==> config.mk <==
export PLATFORM = sky130hd
export DESIGN_NAME = fifo_with_duplicate_key_reject_flat
export DESIGN_NICKNAME = d
export VERILOG_FILES = /design/src/rtl/fdkr_pkg.sv /design/src/rtl/fdkr_if.sv /design/src/rtl/fdkr_front.sv /design/src/rtl/fdkr_cmd_queue.sv /design/src/rtl/fdkr_back.sv /design/src/rtl/fifo_with_duplicate_key_reject.sv /design/src/flat_wrapper.sv
export SDC_FILE = /design/constraint.sdc
export NUM_CORES = 2
export LEC_CHECK = 0
export ABC_AREA = 1
export BUFFER_PORTS_ARGS = -buffer_cell sky130_fd_sc_hd__clkbuf_2
export CAP_MARGIN = 20
export CORE_MARGIN = 2
export CORE_UTILIZATION = 45
export CTS_CLUSTER_SIZE = 20
export DETAILED_ROUTE_END_ITERATION = 7
export GPL_TIMING_DRIVEN = 0
export PLACE_DENSITY_LB_ADDON = 0.12
export RECOVER_POWER = 50
export SLEW_MARGIN = 20
export SYNTH_ARGS = -nofsm -noshare
export SYNTH_HDL_FRONTEND = slang
export SYNTH_SLANG_ARGS = --single-unit
export TNS_END_PERCENT = 5
==> constraint.sdc <==
create_clock -name clk -period 11.1 [get_ports clk]
set_input_delay 1.11 -clock clk [delete_from_list [all_inputs] [get_ports clk]]
set_output_delay 1.11 -clock clk [all_outputs]
set_load 0.02 [all_outputs]
==> src/rtl/fdkr_pkg.sv <==
// Shared types, constants and helpers for the key/value queue with duplicate-key reject.
// No dependencies. Compiled first.
`default_nettype none

package fdkr_pkg;

    localparam int QUEUE_DEPTH   = 16;
    localparam int IDX_W         = (QUEUE_DEPTH > 1) ? $clog2(QUEUE_DEPTH) : 1;
    localparam int CNT_W         = $clog2(QUEUE_DEPTH + 1);
    localparam int DATA_W        = 32;
    localparam int ACTION_W      = 2;
    localparam int STATUS_W      = 2;
    localparam int ENTRY_COUNT_W = 5;

    localparam int CQ_DEPTH = 2;
    localparam int CQ_IDX_W = (CQ_DEPTH > 1) ? $clog2(CQ_DEPTH) : 1;
    localparam int CQ_CNT_W = $clog2(CQ_DEPTH + 1);

    localparam logic [ACTION_W-1:0] ACT_ENQUEUE = 2'd0;
    localparam logic [ACTION_W-1:0] ACT_DEQUEUE = 2'd1;
    localparam logic [ACTION_W-1:0] ACT_PEEK    = 2'd2;

    typedef enum logic [STATUS_W-1:0] {
        ST_OK    = 2'd0,
        ST_DUP   = 2'd1,
        ST_FULL  = 2'd2,
        ST_EMPTY = 2'd3
    } status_t;

    typedef enum logic [1:0] {
        OP_ENQ,
        OP_DEQ,
        OP_PEEK,
        OP_NOP
    } op_t;

    typedef enum logic [1:0] {
        B_IDLE,
        B_SCAN,
        B_READ
    } back_state_t;

    typedef struct packed {
        op_t                       op;
        logic signed [DATA_W-1:0]  key;
        logic signed [DATA_W-1:0]  value;
    } cmd_t;

    function automatic logic [IDX_W-1:0] idx_inc(input logic [IDX_W-1:0] i);
        logic [IDX_W-1:0] r;
        if (i == IDX_W'(QUEUE_DEPTH - 1))
            r = '0;
        else
            r = i + 1'b1;
        return r;
    endfunction

    function automatic logic [IDX_W-1:0] idx_dec(input logic [IDX_W-1:0] i);
        logic [IDX_W-1:0] r;
        if (i == '0)
            r = IDX_W'(QUEUE_DEPTH - 1);
        else
            r = i - 1'b1;
        return r;
    endfunction

    function automatic logic [CQ_IDX_W-1:0] cq_inc(input logic [CQ_IDX_W-1:0] i);
        logic [CQ_IDX_W-1:0] r;
        if (i == CQ_IDX_W'(CQ_DEPTH - 1))
            r = '0;
        else
            r = i + 1'b1;
        return r;
    endfunction

endpackage

`default_nettype wire

==> src/rtl/fdkr_if.sv <==
// Request and response channel interfaces (valid/ready plus payload).
// Depends on fdkr_pkg.
`default_nettype none

interface fdkr_req_if
    import fdkr_pkg::*;
();
    logic                      valid;
    logic                      ready;
    logic [ACTION_W-1:0]       action;
    logic signed [DATA_W-1:0]  entry_key;
    logic signed [DATA_W-1:0]  entry_value;

    modport source (output valid, action, entry_key, entry_value, input ready);
    modport sink   (input valid, action, entry_key, entry_value, output ready);
endinterface

interface fdkr_rsp_if
    import fdkr_pkg::*;
();
    logic                          valid;
    logic                          ready;
    logic [STATUS_W-1:0]           status;
    logic signed [DATA_W-1:0]      result_key;
    logic signed [DATA_W-1:0]      result_value;
    logic [ENTRY_COUNT_W-1:0]      entry_count;
    logic                          queue_empty;

    modport source (output valid, status, result_key, result_value, entry_count,
                    queue_empty, input ready);
    modport sink   (input valid, status, result_key, result_value, entry_count,
                    queue_empty, output ready);
endinterface

`default_nettype wire

==> src/rtl/fdkr_front.sv <==
// Front end: accepts request transactions, decodes the action into a command.
// Depends on fdkr_pkg and fdkr_req_if.
`default_nettype none

module fdkr_front
    import fdkr_pkg::*;
(
    input  wire logic  clk,
    input  wire logic  rst_n,
    fdkr_req_if.sink   request,
    output logic       push_valid,
    input  wire logic  push_ready,
    output cmd_t       push_cmd
);

    logic hold_valid_reg;
    logic hold_valid_next;
    cmd_t cmd_reg;
    op_t  op_dec;
    logic take;

    always_comb
    begin
        case (request.action)
            ACT_ENQUEUE: op_dec = OP_ENQ;
            ACT_DEQUEUE: op_dec = OP_DEQ;
            ACT_PEEK:    op_dec = OP_PEEK;
            default:     op_dec = OP_NOP;
        endcase
    end

    assign request.ready = !hold_valid_reg || push_ready;
    assign take          = request.valid && request.ready;
    assign push_valid    = hold_valid_reg;
    assign push_cmd      = cmd_reg;

    always_comb
    begin
        hold_valid_next = hold_valid_reg;
        if (take)
            hold_valid_next = 1'b1;
        else if (push_ready)
            hold_valid_next = 1'b0;
    end

    always_ff @(posedge clk or negedge rst_n)
    begin
        if (!rst_n)
            hold_valid_reg <= 1'b0;
        else
            hold_valid_reg <= hold_valid_next;
    end

    always_ff @(posedge clk)
    begin
        if (take)
        begin
            cmd_reg.op    <= op_dec;
            cmd_reg.key   <= request.entry_key;
            cmd_reg.value <= request.entry_value;
        end
    end

endmodule

`default_nettype wire

==> src/rtl/fdkr_cmd_queue.sv <==
// Short command queue between front and back end.
// Depends on fdkr_pkg.
`default_nettype none

module fdkr_cmd_queue
    import fdkr_pkg::*;
(
    input  wire logic  clk,
    input  wire logic  rst_n,
    input  wire logic  push_valid,
    output logic       push_ready,
    input  wire cmd_t  push_cmd,
    output logic       pop_valid,
    input  wire logic  pop_ready,
    output cmd_t       pop_cmd
);

    cmd_t                 slots [CQ_DEPTH];
    logic [CQ_IDX_W-1:0]  wr_ptr_reg;
    logic [CQ_IDX_W-1:0]  wr_ptr_next;
    logic [CQ_IDX_W-1:0]  rd_ptr_reg;
    logic [CQ_IDX_W-1:0]  rd_ptr_next;
    logic [CQ_CNT_W-1:0]  used_reg;
    logic [CQ_CNT_W-1:0]  used_next;
    logic                 do_push;
    logic                 do_pop;

    assign push_ready = (used_reg != CQ_CNT_W'(CQ_DEPTH));
    assign pop_valid  = (used_reg != '0);
    assign pop_cmd    = slots[rd_ptr_reg];
    assign do_push    = push_valid && push_ready;
    assign do_pop     = pop_valid && pop_ready;

    always_comb
    begin
        wr_ptr_next = do_push ? cq_inc(wr_ptr_reg) : wr_ptr_reg;
        rd_ptr_next = do_pop  ? cq_inc(rd_ptr_reg) : rd_ptr_reg;
        used_next   = used_reg;
        if (do_push && !do_pop)
            used_next = used_reg + 1'b1;
        else if (do_pop && !do_push)
            used_next = used_reg - 1'b1;
    end

    always_ff @(posedge clk or negedge rst_n)
    begin
        if (!rst_n)
        begin
            wr_ptr_reg <= '0;
            rd_ptr_reg <= '0;
            used_reg   <= '0;
        end
        else
        begin
            wr_ptr_reg <= wr_ptr_next;
            rd_ptr_reg <= rd_ptr_next;
            used_reg   <= used_next;
        end
    end

    always_ff @(posedge clk)
    begin
        if (do_push)
            slots[wr_ptr_reg] <= push_cmd;
    end

endmodule

`default_nettype wire

==> src/rtl/fdkr_back.sv <==
// Back end: key/value store, head/tail/fill state, duplicate scan and result register.
// Depends on fdkr_pkg and fdkr_rsp_if.
`default_nettype none

module fdkr_back
    import fdkr_pkg::*;
(
    input  wire logic  clk,
    input  wire logic  rst_n,
    input  wire logic  cmd_valid,
    output logic       cmd_ready,
    input  wire cmd_t  cmd_in,
    fdkr_rsp_if.source response
);

    logic [DATA_W-1:0] key_mem   [QUEUE_DEPTH];
    logic [DATA_W-1:0] value_mem [QUEUE_DEPTH];

    back_state_t       state_reg;
    back_state_t       state_next;
    cmd_t              cmd_reg;
    cmd_t              cmd_next;
    logic [IDX_W-1:0]  head_reg;
    logic [IDX_W-1:0]  head_next;
    logic [IDX_W-1:0]  tail_reg;
    logic [IDX_W-1:0]  tail_next;
    logic [CNT_W-1:0]  count_reg;
    logic [CNT_W-1:0]  count_next;
    logic [IDX_W-1:0]  scan_ptr_reg;
    logic [IDX_W-1:0]  scan_ptr_next;
    logic [CNT_W-1:0]  issue_cnt_reg;
    logic [CNT_W-1:0]  issue_cnt_next;
    logic              pend_reg;
    logic              pend_next;
    logic [DATA_W-1:0] rd_key_reg;
    logic [DATA_W-1:0] rd_value_reg;
    logic [IDX_W-1:0]  rd_addr;
    logic              wr_en;

    logic              out_valid_reg;
    logic              out_valid_next;
    status_t           out_status_reg;
    status_t           out_status_next;
    logic [DATA_W-1:0] out_key_reg;
    logic [DATA_W-1:0] out_key_next;
    logic [DATA_W-1:0] out_value_reg;
    logic [DATA_W-1:0] out_value_next;
    logic [CNT_W-1:0]  out_count_reg;
    logic [CNT_W-1:0]  out_count_next;
    logic              out_load;

    logic              out_free;
    logic              pop;
    logic              match;
    logic              scan_done;
    logic              full;

    assign out_free  = !out_valid_reg || response.ready;
    assign pop       = (state_reg == B_IDLE) && cmd_valid && out_free;
    assign cmd_ready = pop;
    assign match     = pend_reg && (rd_key_reg == cmd_reg.key);
    assign scan_done = (state_reg == B_SCAN) && (match || (issue_cnt_reg == count_reg));
    assign full      = (count_reg == CNT_W'(QUEUE_DEPTH));

    // next state
    always_comb
    begin
        state_next = state_reg;
        case (state_reg)
            B_IDLE:
            begin
                if (pop)
                begin
                    case (cmd_in.op)
                        OP_ENQ:  state_next = B_SCAN;
                        OP_DEQ,
                        OP_PEEK: state_next = (count_reg != '0) ? B_READ : B_IDLE;
                        default: state_next = B_IDLE;
                    endcase
                end
            end
            B_SCAN:
            begin
                if (scan_done)
                    state_next = B_IDLE;
            end
            B_READ:  state_next = B_IDLE;
            default: state_next = B_IDLE;
        endcase
    end

    // datapath and outputs
    always_comb
    begin
        cmd_next        = cmd_reg;
        head_next       = head_reg;
        tail_next       = tail_reg;
        count_next      = count_reg;
        scan_ptr_next   = scan_ptr_reg;
        issue_cnt_next  = issue_cnt_reg;
        pend_next       = 1'b0;
        rd_addr         = scan_ptr_reg;
        wr_en           = 1'b0;
        out_load        = 1'b0;
        out_status_next = ST_OK;
        out_key_next    = '0;
        out_value_next  = '0;
        out_count_next  = count_reg;

        case (state_reg)
            B_IDLE:
            begin
                if (pop)
                begin
                    cmd_next       = cmd_in;
                    scan_ptr_next  = head_reg;
                    issue_cnt_next = '0;
                    case (cmd_in.op)
                        OP_DEQ:
                        begin
                            rd_addr = head_reg;
                            if (count_reg == '0)
                            begin
                                out_load        = 1'b1;
                                out_status_next = ST_EMPTY;
                            end
                        end
                        OP_PEEK:
                        begin
                            rd_addr = idx_dec(tail_reg);
                            if (count_reg == '0)
                            begin
                                out_load        = 1'b1;
                                out_status_next = ST_EMPTY;
                            end
                        end
                        OP_NOP:
                        begin
                            out_load = 1'b1;
                        end
                        default:
                        begin
                            rd_addr = head_reg;
                        end
                    endcase
                end
            end
            B_SCAN:
            begin
                if (!scan_done)
                begin
                    // one read issued per cycle, compared the cycle after
                    rd_addr        = scan_ptr_reg;
                    scan_ptr_next  = idx_inc(scan_ptr_reg);
                    issue_cnt_next = issue_cnt_reg + 1'b1;
                    pend_next      = 1'b1;
                end
                else
                begin
                    out_load = 1'b1;
                    if (match)
                        out_status_next = ST_DUP;
                    else if (full)
                        out_status_next = ST_FULL;
                    else
                    begin
                        wr_en          = 1'b1;
                        tail_next      = idx_inc(tail_reg);
                        count_next     = count_reg + 1'b1;
                        out_count_next = count_reg + 1'b1;
                    end
                end
            end
            B_READ:
            begin
                out_load       = 1'b1;
                out_key_next   = rd_key_reg;
                out_value_next = rd_value_reg;
                if (cmd_reg.op == OP_DEQ)
                begin
                    head_next      = idx_inc(head_reg);
                    count_next     = count_reg - 1'b1;
                    out_count_next = count_reg - 1'b1;
                end
            end
            default:
            begin
                out_load = 1'b0;
            end
        endcase

        out_valid_next = out_valid_reg;
        if (out_load)
            out_valid_next = 1'b1;
        else if (response.ready)
            out_valid_next = 1'b0;
    end

    always_ff @(posedge clk or negedge rst_n)
    begin
        if (!rst_n)
        begin
            state_reg     <= B_IDLE;
            head_reg      <= '0;
            tail_reg      <= '0;
            count_reg     <= '0;
            scan_ptr_reg  <= '0;
            issue_cnt_reg <= '0;
            pend_reg      <= 1'b0;
            out_valid_reg <= 1'b0;
        end
        else
        begin
            state_reg     <= state_next;
            head_reg      <= head_next;
            tail_reg      <= tail_next;
            count_reg     <= count_next;
            scan_ptr_reg  <= scan_ptr_next;
            issue_cnt_reg <= issue_cnt_next;
            pend_reg      <= pend_next;
            out_valid_reg <= out_valid_next;
        end
    end

    always_ff @(posedge clk)
    begin
        cmd_reg <= cmd_next;
        if (out_load)
        begin
            out_status_reg <= out_status_next;
            out_key_reg    <= out_key_next;
            out_value_reg  <= out_value_next;
            out_count_reg  <= out_count_next;
        end
    end

    // key/value memory: one write, one registered read
    always_ff @(posedge clk)
    begin
        if (wr_en)
        begin
            key_mem[tail_reg]   <= cmd_reg.key;
            value_mem[tail_reg] <= cmd_reg.value;
        end
        rd_key_reg   <= key_mem[rd_addr];
        rd_value_reg <= value_mem[rd_addr];
    end

    assign response.valid        = out_valid_reg;
    assign response.status       = out_status_reg;
    assign response.result_key   = out_key_reg;
    assign response.result_value = out_value_reg;
    assign response.entry_count  = ENTRY_COUNT_W'(out_count_reg);
    assign response.queue_empty  = (out_count_reg == '0);

endmodule

`default_nettype wire

==> src/rtl/fifo_with_duplicate_key_reject.sv <==
// Top level: key/value FIFO that rejects enqueue of a key already held.
// Depends on fdkr_pkg, fdkr_if, fdkr_front, fdkr_cmd_queue, fdkr_back.
//
//   channel    dir   handshake       payload
//   request    in    valid/ready     action, entry_key, entry_value
//   response   out   valid/ready     status, result_key, result_value,
//                                    entry_count, queue_empty
//
// Enqueue: the back end scans the N entries held, one key read and compare per cycle
// through the single read port; a matching key ends the scan early.
// Dequeue and peek pass through B_READ; empty queue and unused action answer from B_IDLE.
// Front register and a 2-deep command queue keep accepting while a result waits.
// Async active-low reset empties the queue; memory contents are not cleared.
`default_nettype none

module fifo_with_duplicate_key_reject
    import fdkr_pkg::*;
(
    input  wire logic   clk,
    input  wire logic   rst_n,
    fdkr_req_if.sink    request,
    fdkr_rsp_if.source  response
);

    logic push_valid;
    logic push_ready;
    cmd_t push_cmd;
    logic pop_valid;
    logic pop_ready;
    cmd_t pop_cmd;

    fdkr_front u_front (
        .clk        (clk),
        .rst_n      (rst_n),
        .request    (request),
        .push_valid (push_valid),
        .push_ready (push_ready),
        .push_cmd   (push_cmd)
    );

    fdkr_cmd_queue u_cmd_queue (
        .clk        (clk),
        .rst_n      (rst_n),
        .push_valid (push_valid),
        .push_ready (push_ready),
        .push_cmd   (push_cmd),
        .pop_valid  (pop_valid),
        .pop_ready  (pop_ready),
        .pop_cmd    (pop_cmd)
    );

    fdkr_back u_back (
        .clk       (clk),
        .rst_n     (rst_n),
        .cmd_valid (pop_valid),
        .cmd_ready (pop_ready),
        .cmd_in    (pop_cmd),
        .response  (response)
    );

endmodule

`default_nettype wire

==> src/flat_wrapper.sv <==
// flat-port wrapper written by rule: the top's interface ports become plain ports
module fifo_with_duplicate_key_reject_flat import fdkr_pkg::*;
  (clk, rst_n, request_valid, request_action, request_entry_key, request_entry_value, request_ready, response_valid, response_status, response_result_key, response_result_value, response_entry_count, response_queue_empty, response_ready);
  fdkr_req_if request_i ();
  fdkr_rsp_if response_i ();
  input  wire logic clk;
  input  wire logic rst_n;
  input wire logic [$bits(request_i.valid)-1:0] request_valid;
  input wire logic [$bits(request_i.action)-1:0] request_action;
  input wire logic [$bits(request_i.entry_key)-1:0] request_entry_key;
  input wire logic [$bits(request_i.entry_value)-1:0] request_entry_value;
  output wire logic [$bits(request_i.ready)-1:0] request_ready;
  output wire logic [$bits(response_i.valid)-1:0] response_valid;
  output wire logic [$bits(response_i.status)-1:0] response_status;
  output wire logic [$bits(response_i.result_key)-1:0] response_result_key;
  output wire logic [$bits(response_i.result_value)-1:0] response_result_value;
  output wire logic [$bits(response_i.entry_count)-1:0] response_entry_count;
  output wire logic [$bits(response_i.queue_empty)-1:0] response_queue_empty;
  input wire logic [$bits(response_i.ready)-1:0] response_ready;
  assign request_i.valid = request_valid;
  assign request_i.action = request_action;
  assign request_i.entry_key = request_entry_key;
  assign request_i.entry_value = request_entry_value;
  assign request_ready = request_i.ready;
  assign response_valid = response_i.valid;
  assign response_status = response_i.status;
  assign response_result_key = response_i.result_key;
  assign response_result_value = response_i.result_value;
  assign response_entry_count = response_i.entry_count;
  assign response_queue_empty = response_i.queue_empty;
  assign response_i.ready = response_ready;
  fifo_with_duplicate_key_reject u_core (.clk(clk), .rst_n(rst_n), .request(request_i), .response(response_i));
endmodule
# Yosys cells after proc, flatten, opt, wreduce, memory -nomap -nowiden
# Memories as Yosys holds them, arrays and structs flattened. A register that Yosys moved wholly into a read port is not among the register bits.
# Cells that the tools add are included.
[classes] muxes=54 n_reduce_logical=34 n_bitwise=2 n_addsub=11 n_eq_ne=18
[ops] op="$eq A32 B32 Y1" n=1
[ops] op="$mux W4" n=8
[ops] op="$mux W5" n=6
[ops] op="$mux W2" n=11
[ops] op="$pmux W5 S2" n=2
[ops] op="$mux W1" n=19
[ops] op="$pmux W4 S2" n=2
[ops] op="$add A4 B1 Y4 const B" n=3
[ops] op="$eq A4 B4 Y1 const B" n=3
[ops] op="$pmux W2 S2" n=3
[ops] op="$add A5 B1 Y5 const B" n=2
[ops] op="$logic_not A5 Y1" n=2
[ops] op="$reduce_bool A2 Y1" n=5
[ops] op="$logic_and A1 B1 Y1" n=9
[ops] op="$eq A2 B1 Y1 const B" n=4
[ops] op="$eq A2 B2 Y1 const B" n=4
[ops] op="$logic_not A2 Y1" n=3
[ops] op="$ne A2 B2 Y1 const B" n=3
[ops] op="$pmux W2 S3" n=1
[ops] op="$reduce_and A2 Y1" n=3
[ops] op="$eq A5 B5 Y1" n=1
[ops] op="$eq A5 B5 Y1 const B" n=1
[ops] op="$reduce_bool A5 Y1" n=1
[ops] op="$sub A5 B1 Y5 const B" n=1
[ops] op="14 further kinds" n=21
[word_totals] n_memories=3 wordCells=144 regBits=234 output_inout_bits=74 ram_bits=1156
[mem_list] name="u_core.u_back.key_mem" words=16 word_bits=32 read_ports=1 rd_ports_with_merged_regs=1 write_ports=1 line_no="fdkr_back.sv:16" rtl="logic [DATA_W-1:0] key_mem [QUEUE_DEPTH];"
[mem_list] name="u_core.u_back.value_mem" words=16 word_bits=32 read_ports=1 rd_ports_with_merged_regs=1 write_ports=1 line_no="fdkr_back.sv:17" rtl="logic [DATA_W-1:0] value_mem [QUEUE_DEPTH];"
[mem_list] name="u_core.u_cmd_queue.slots" words=2 word_bits=66 read_ports=1 rd_ports_with_merged_regs=0 write_ports=1 line_no="fdkr_cmd_queue.sv:18" rtl="cmd_t slots [CQ_DEPTH];"

# Depth between registers and ports, before layout
[depth] ltp_word=8 mapped_depth=19 mapped_depth_nobuf=16

# By module
# A second synthesis with hierarchy kept.
[hier_totals] cells_unflattened=4438 area_unflattened_um2=57103.5
[modules_own_cells] module="fdkr_back" cells_each=3990 instances=1 seq_area_each_um2=36795.3 area_each_um2=50033.0
[modules_own_cells] module="fdkr_cmd_queue" cells_each=374 instances=1 seq_area_each_um2=4063.9 area_each_um2=5036.1
[modules_own_cells] module="fdkr_front" cells_each=74 instances=1 seq_area_each_um2=2006.9 area_each_um2=2034.5

# Least setup slack after synthesis
# OpenSTA, ideal clock, no wires.
[synth_timing] path_kind="input to register" startpoint="in response_ready" endpoint="reg u_core.u_back.out_count_reg[0], in the netlist u_core.u_back.response.entry_count[0] (enable)" setup_ns=0.500 path_slack_ns=4.802 t_required_ns=10.600 path_stages=10 arrival_time_ns=5.798 cell_sequence="inv_1 nand2_1 nand2_1 nor2_4 inv_2 nor2_1 nand2_1 nand2_1 nor2_1 nor2_1"
[synth_between] elab_chain_len=4
[synth_lines] element="from (decl)" line_no="flat_wrapper.sv:19" rtl="input wire logic [$bits(response_i.ready)-1:0] response_ready;"
[synth_lines] element="$logic_or A1 B1 Y1" line_no="fdkr_back.sv:58" rtl="assign out_free = !out_valid_reg || response.ready;"
[synth_lines] element="$logic_and A1 B1 Y1" line_no="fdkr_back.sv:59" rtl="assign pop = (state_reg == B_IDLE) && cmd_valid && out_free;"
[synth_lines] element="$mux W1" line_no="fdkr_back.sv:113" rtl="if (pop)"
[synth_lines] element="$pmux W1 S3" line_no="fdkr_back.sv:110" rtl="case (state_reg)"
[synth_lines] element="net u_core.u_back.out_load" line_no="fdkr_back.sv:50" rtl="logic out_load;"
[synth_lines] element="to (signal assigned)" line_no="fdkr_back.sv:233" rtl="out_count_reg <= out_count_next;"
[synth_lines] element="to (decl)" line_no="fdkr_back.sv:48" rtl="logic [CNT_W-1:0] out_count_reg;"
# The timed path passes the listed nets, and every way through them passes these cells.
# A chain may end at the register's enable or synchronous reset.

# Worst setup path in the final report
[layout_timing] startpoint="reg u_core.u_back.state_reg[0]" endpoint="reg u_core.u_back.rd_key_reg[25] (read register of u_core.u_back.key_mem)"
[layout_between] elab_chain_len=5
[layout_lines] element="from (decl)" line_no="fdkr_back.sv:19" rtl="back_state_t state_reg;"
[layout_lines] element="from (signal assigned)" line_no="fdkr_back.sv:214" rtl="state_reg <= state_next;"
[layout_lines] element="$logic_not A2 Y1 (*)" line_no="fdkr_back.sv:59, fdkr_back.sv:110"
[layout_lines] element="$logic_and A1 B1 Y1 (2 in series)" line_no="fdkr_back.sv:59"
[layout_lines] element="$mux W4" line_no="fdkr_back.sv:113"
[layout_lines] element="$mux W4 (*)"
[layout_lines] element="to (decl)" line_no="fdkr_back.sv:35" rtl="logic [DATA_W-1:0] rd_key_reg;"
# Mark *: on every way between the ends. The rest lies on a longest branch, timed or not.

==> results.yml <==
status:
  status: "complete, but fails checks"
  violations: "max-capacitance violations, max-slew violations"
cells_and_area:
  area_delta_synth_final_pct: 15.8
  reg.largest.list: "u_core.u_back.key_mem: 512 flops, u_core.u_back.value_mem: 512 flops, u_core.u_cmd_queue.slots: 132 flops"
  stdcell_area_um2: 66800
  final_cell_count_no_fill: 6755
  drive_above_1_share_pct: 10.9
  nets: 5057
place:
  gp_congestion: 0.885
  dpl_cell_area_um2: 61900
  dp_hpwl_mm: 105
  numPlacedInstances: 6474
  portBuffers: 141
run:
  maxCapViolCount: 5
synth:
  yosys_warnings: 0
  mappedNetlistArea_um2: 57700
  synth.distinct_cells: 40
  synth-seq-area-share_pct: 74.3
  synth_nets: 4701
  synth-seq-cells: 1454
  syn_inst: 4611
  syn_avg_cell_area_um2: 12.5
cts:
  post_cts.repair.setup_buffers: 0
  cts_sinks: 1454
  clockBufferDepth: 3
  tritoncts: "yes"
  cts-root-buf: "clkbuf_16"
  hold_buffers: 0
  clk_pin_slew_ns: 0.06
  post_cts_resize_count: 0
  numCtsBuffers: 153
  clock_latency_ns: 0.78
  cts_max_level: 4
global_routing:
  antenna_found_initial: 6
  grt_pass1_wl_mm: 220
  grt_usage_pct: 23.0
  grt_pass1_vias: 33711
  grt_max_degree: 57
  gr-total-overflow: 0
critical_path:
  cp_slowest_cell: "clkbuf_1"
  critical_path_class: "flop to flop"
  cp-end-kind: "flop"
  worstPathCellList: "inv_1 > ha_1 > nand2_1 > nor2_1 > clkbuf_1 > nand2_1 > o21ai_2 > buf_2 > buf_1 > o211ai_1 > nand3_1 > nand3_1 > nand2_1"
  critPathLaunchType: "flop"
  cpPeakStageDelay_ns: 1.17
  critPathBufInv: 4
  cp_top_family: "buffers and inverters"
  critical_path_arrival_ns: 6.18
  reg2reg_slack_ns: 5.60
  crit_path_max_fanout: 20
  required_ns: 11.78
  crit_top_cell: "nand2_1"
timing:
  worstMarginPinSlew_ns: 3.07
  period_minus_slack_ns: 5.50
  rsz0062_at_grt: "false"
  finClkSkew_ns: 0.0259
  setup_viol: 0
  period_share_pct: 49.5
  hold_viol: 0
  fmax_mhz: 182
  max_slew_margin_pct: -104
  tns_ns: 0
  finalMaxSlewViolations: 150
die:
  ios: 144
  num_rows: 131
  die_h_um: 362
  dieArea_um2: 131000
  die_width_um: 362
  core_area_um2: 127000
  initial_utilization_pct: 45.3
route:
  vias: 35070
  viasPerCell: 5.19
  routedWlPerCell_um: 22.2
  routed_wl_mm: 150
  drc: 0
  drt_iter0_markers: 3672
  firstDrtPassIters: 6
  ant_nets: 0
power:
  power.leakage_nw: 25.4
  powerDensity_nw_per_um2: 326
  ir_drop_mv: 0.186
hold_path:
  hp-class: "flop to flop"
[layout make-up]
type,instances,area (µm²)
Fill cell,10750,60600
Antenna cell,3,7.51
Sequential cell,1454,42900
Clock inverter,65,647
Multi-Input combinational cell,2217,11100
Buffer,238,1220
Timing Repair Buffer,201,1930
Tap cell,1662,2080
Inverter,702,2640
Clock buffer,213,4300
[layout by cell type (no fill, tap or decap), types with 11 or more instances in the layout]
| cell type | n |
|---|---|
| o211ai_1 | 246 |
| nor2_4 | 18 |
| bufinv_16 | 11 |
| nor2_1 | 65 |
| clkinv_2 | 24 |
| buf_1 | 27 |
| a21oi_1 | 269 |
| buf_12 | 41 |
| buf_16 | 14 |
| clkinv_1 | 20 |
| clkbuf_1 | 158 |
| inv_1 | 696 |
| nand3_1 | 431 |
| buf_2 | 69 |
| dfxtp_1 | 64 |
| clkbuf_2 | 141 |
| o211ai_2 | 11 |
| nand2_1 | 811 |
| ha_1 | 20 |
| xor2_1 | 14 |
| dfrtp_1 | 31 |
| o21ai_0 | 277 |
| clkbuf_16 | 160 |
| buf_6 | 31 |
| edfxtp_1 | 1359 |
[cell families (layout without fill, tap and decap cells)]
| family | Yosys count | after routing | synth area share (%) |
|---|---|---|---|
| other | 0 | 3 | 0 |
| adders and majority gates | 20 | 20 | 0.434 |
| buffers and inverters | 940 | 1419 | 6.68 |
| and+or+nand+nor | 1353 | 1353 | 9.87 |
| xor gates and xnor gates | 21 | 21 | 0.319 |
| DFF | 1454 | 1454 | 74.3 |
| AOI/OAI and AO/OA | 823 | 823 | 8.40 |
[synth_stat cells]
cell / instances / area (µm²)
clkinv_1: 2 / 7.51
and3_1: 1 / 6.26
o211ai_1: 246 / 1850
a31oi_1: 1 / 6.26
dfxtp_1: 64 / 1280
nand3_1: 431 / 2160
buf_2: 69 / 345
nor2_2: 1 / 6.26
nor3_1: 7 / 35.0
o21ai_1: 7 / 35.0
nand2_2: 2 / 12.5
ha_1: 20 / 250
buf_6: 31 / 349
or2_2: 5 / 31.3
o22ai_1: 3 / 18.8
inv_2: 3 / 11.3
a22o_1: 1 / 8.76
nor3b_1: 1 / 7.51
nor2_1: 81 / 304
buf_4: 1 / 7.51
and2_1: 1 / 6.26
clkbuf_1: 110 / 413
dfrtp_1: 31 / 776
o21a_1: 1 / 7.51
buf_1: 27 / 101
nand4_1: 9 / 56.3
edfxtp_1: 1359 / 40800
o21ai_0: 277 / 1390
o21ai_2: 1 / 8.76
o211ai_2: 11 / 138
xnor2_1: 7 / 61.3
o21bai_1: 2 / 15.0
inv_1: 697 / 2620
xor2_1: 14 / 123
o31ai_1: 3 / 22.5
nor2_4: 2 / 22.5
a21oi_1: 269 / 1350
a22oi_1: 1 / 7.51
nor2b_1: 1 / 6.26
nand2_1: 811 / 3040
[layer usage]
| metal | up-vias | part of all wire, % | routed length (µm) | GRT usage (%) |
|---|---|---|---|---|
| li1 | 16763 | - | - | - |
| met1 | 16917 | 45 | 67100 | 33.1 |
| met2 | 1184 | 45 | 68200 | 35.7 |
| met3 | 206 | 7.7 | 11500 | 4.22 |
| met4 | 0 | 2.2 | 3300 | 6.50 |
| met5 | - | 0 | 0 | 0 |
[final timing paths]
| kind | startpoint | endpoint | cells past startpoint |
|---|---|---|---|
| worst max-delay path | u_core.u_back.state_reg[0] | u_core.u_back.rd_key_reg[25] | 13 |
| worst min-delay path | u_core.u_front.push_cmd[40] | u_core.u_cmd_queue.slots[0][40] | 0 |
| worst max register to register | u_core.u_back.state_reg[0] | u_core.u_back.rd_key_reg[25] | 13 |
| worst min register to register | u_core.u_front.push_cmd[40] | u_core.u_cmd_queue.slots[0][40] | 0 |
| max in group asynchronous | rst_n | u_core.u_back.tail_reg[3] | 1 |
| min in group asynchronous | rst_n | u_core.u_back.count_reg[0] | 1 |
[where the power goes]
| group | switching (mW) | internal, mW |
|---|---|---|
| Clock | 2.08 | 2.96 |
| Sequential | 0.912 | 7.48 |
| Combinational | 6.02 | 2.31 |
[stage by stage]
stage | hold slack [ns] | worst slack [ns] | util (%) | power [mW]
floorplan | 0.421 | 4.80 | - | 13.1
global placement | 0.424 | 0.944 | 47.5 | 16.7
detailed placement | 0.430 | 6.10 | 48.6 | 16.9
CTS | 0.420 | 6.11 | 52.5 | 21.9
global route | 0.448 | 5.23 | 52.4 | 23.0
finish | 0.437 | 5.60 | 52.4 | 21.8
Power figures use the tool's default switching activity.
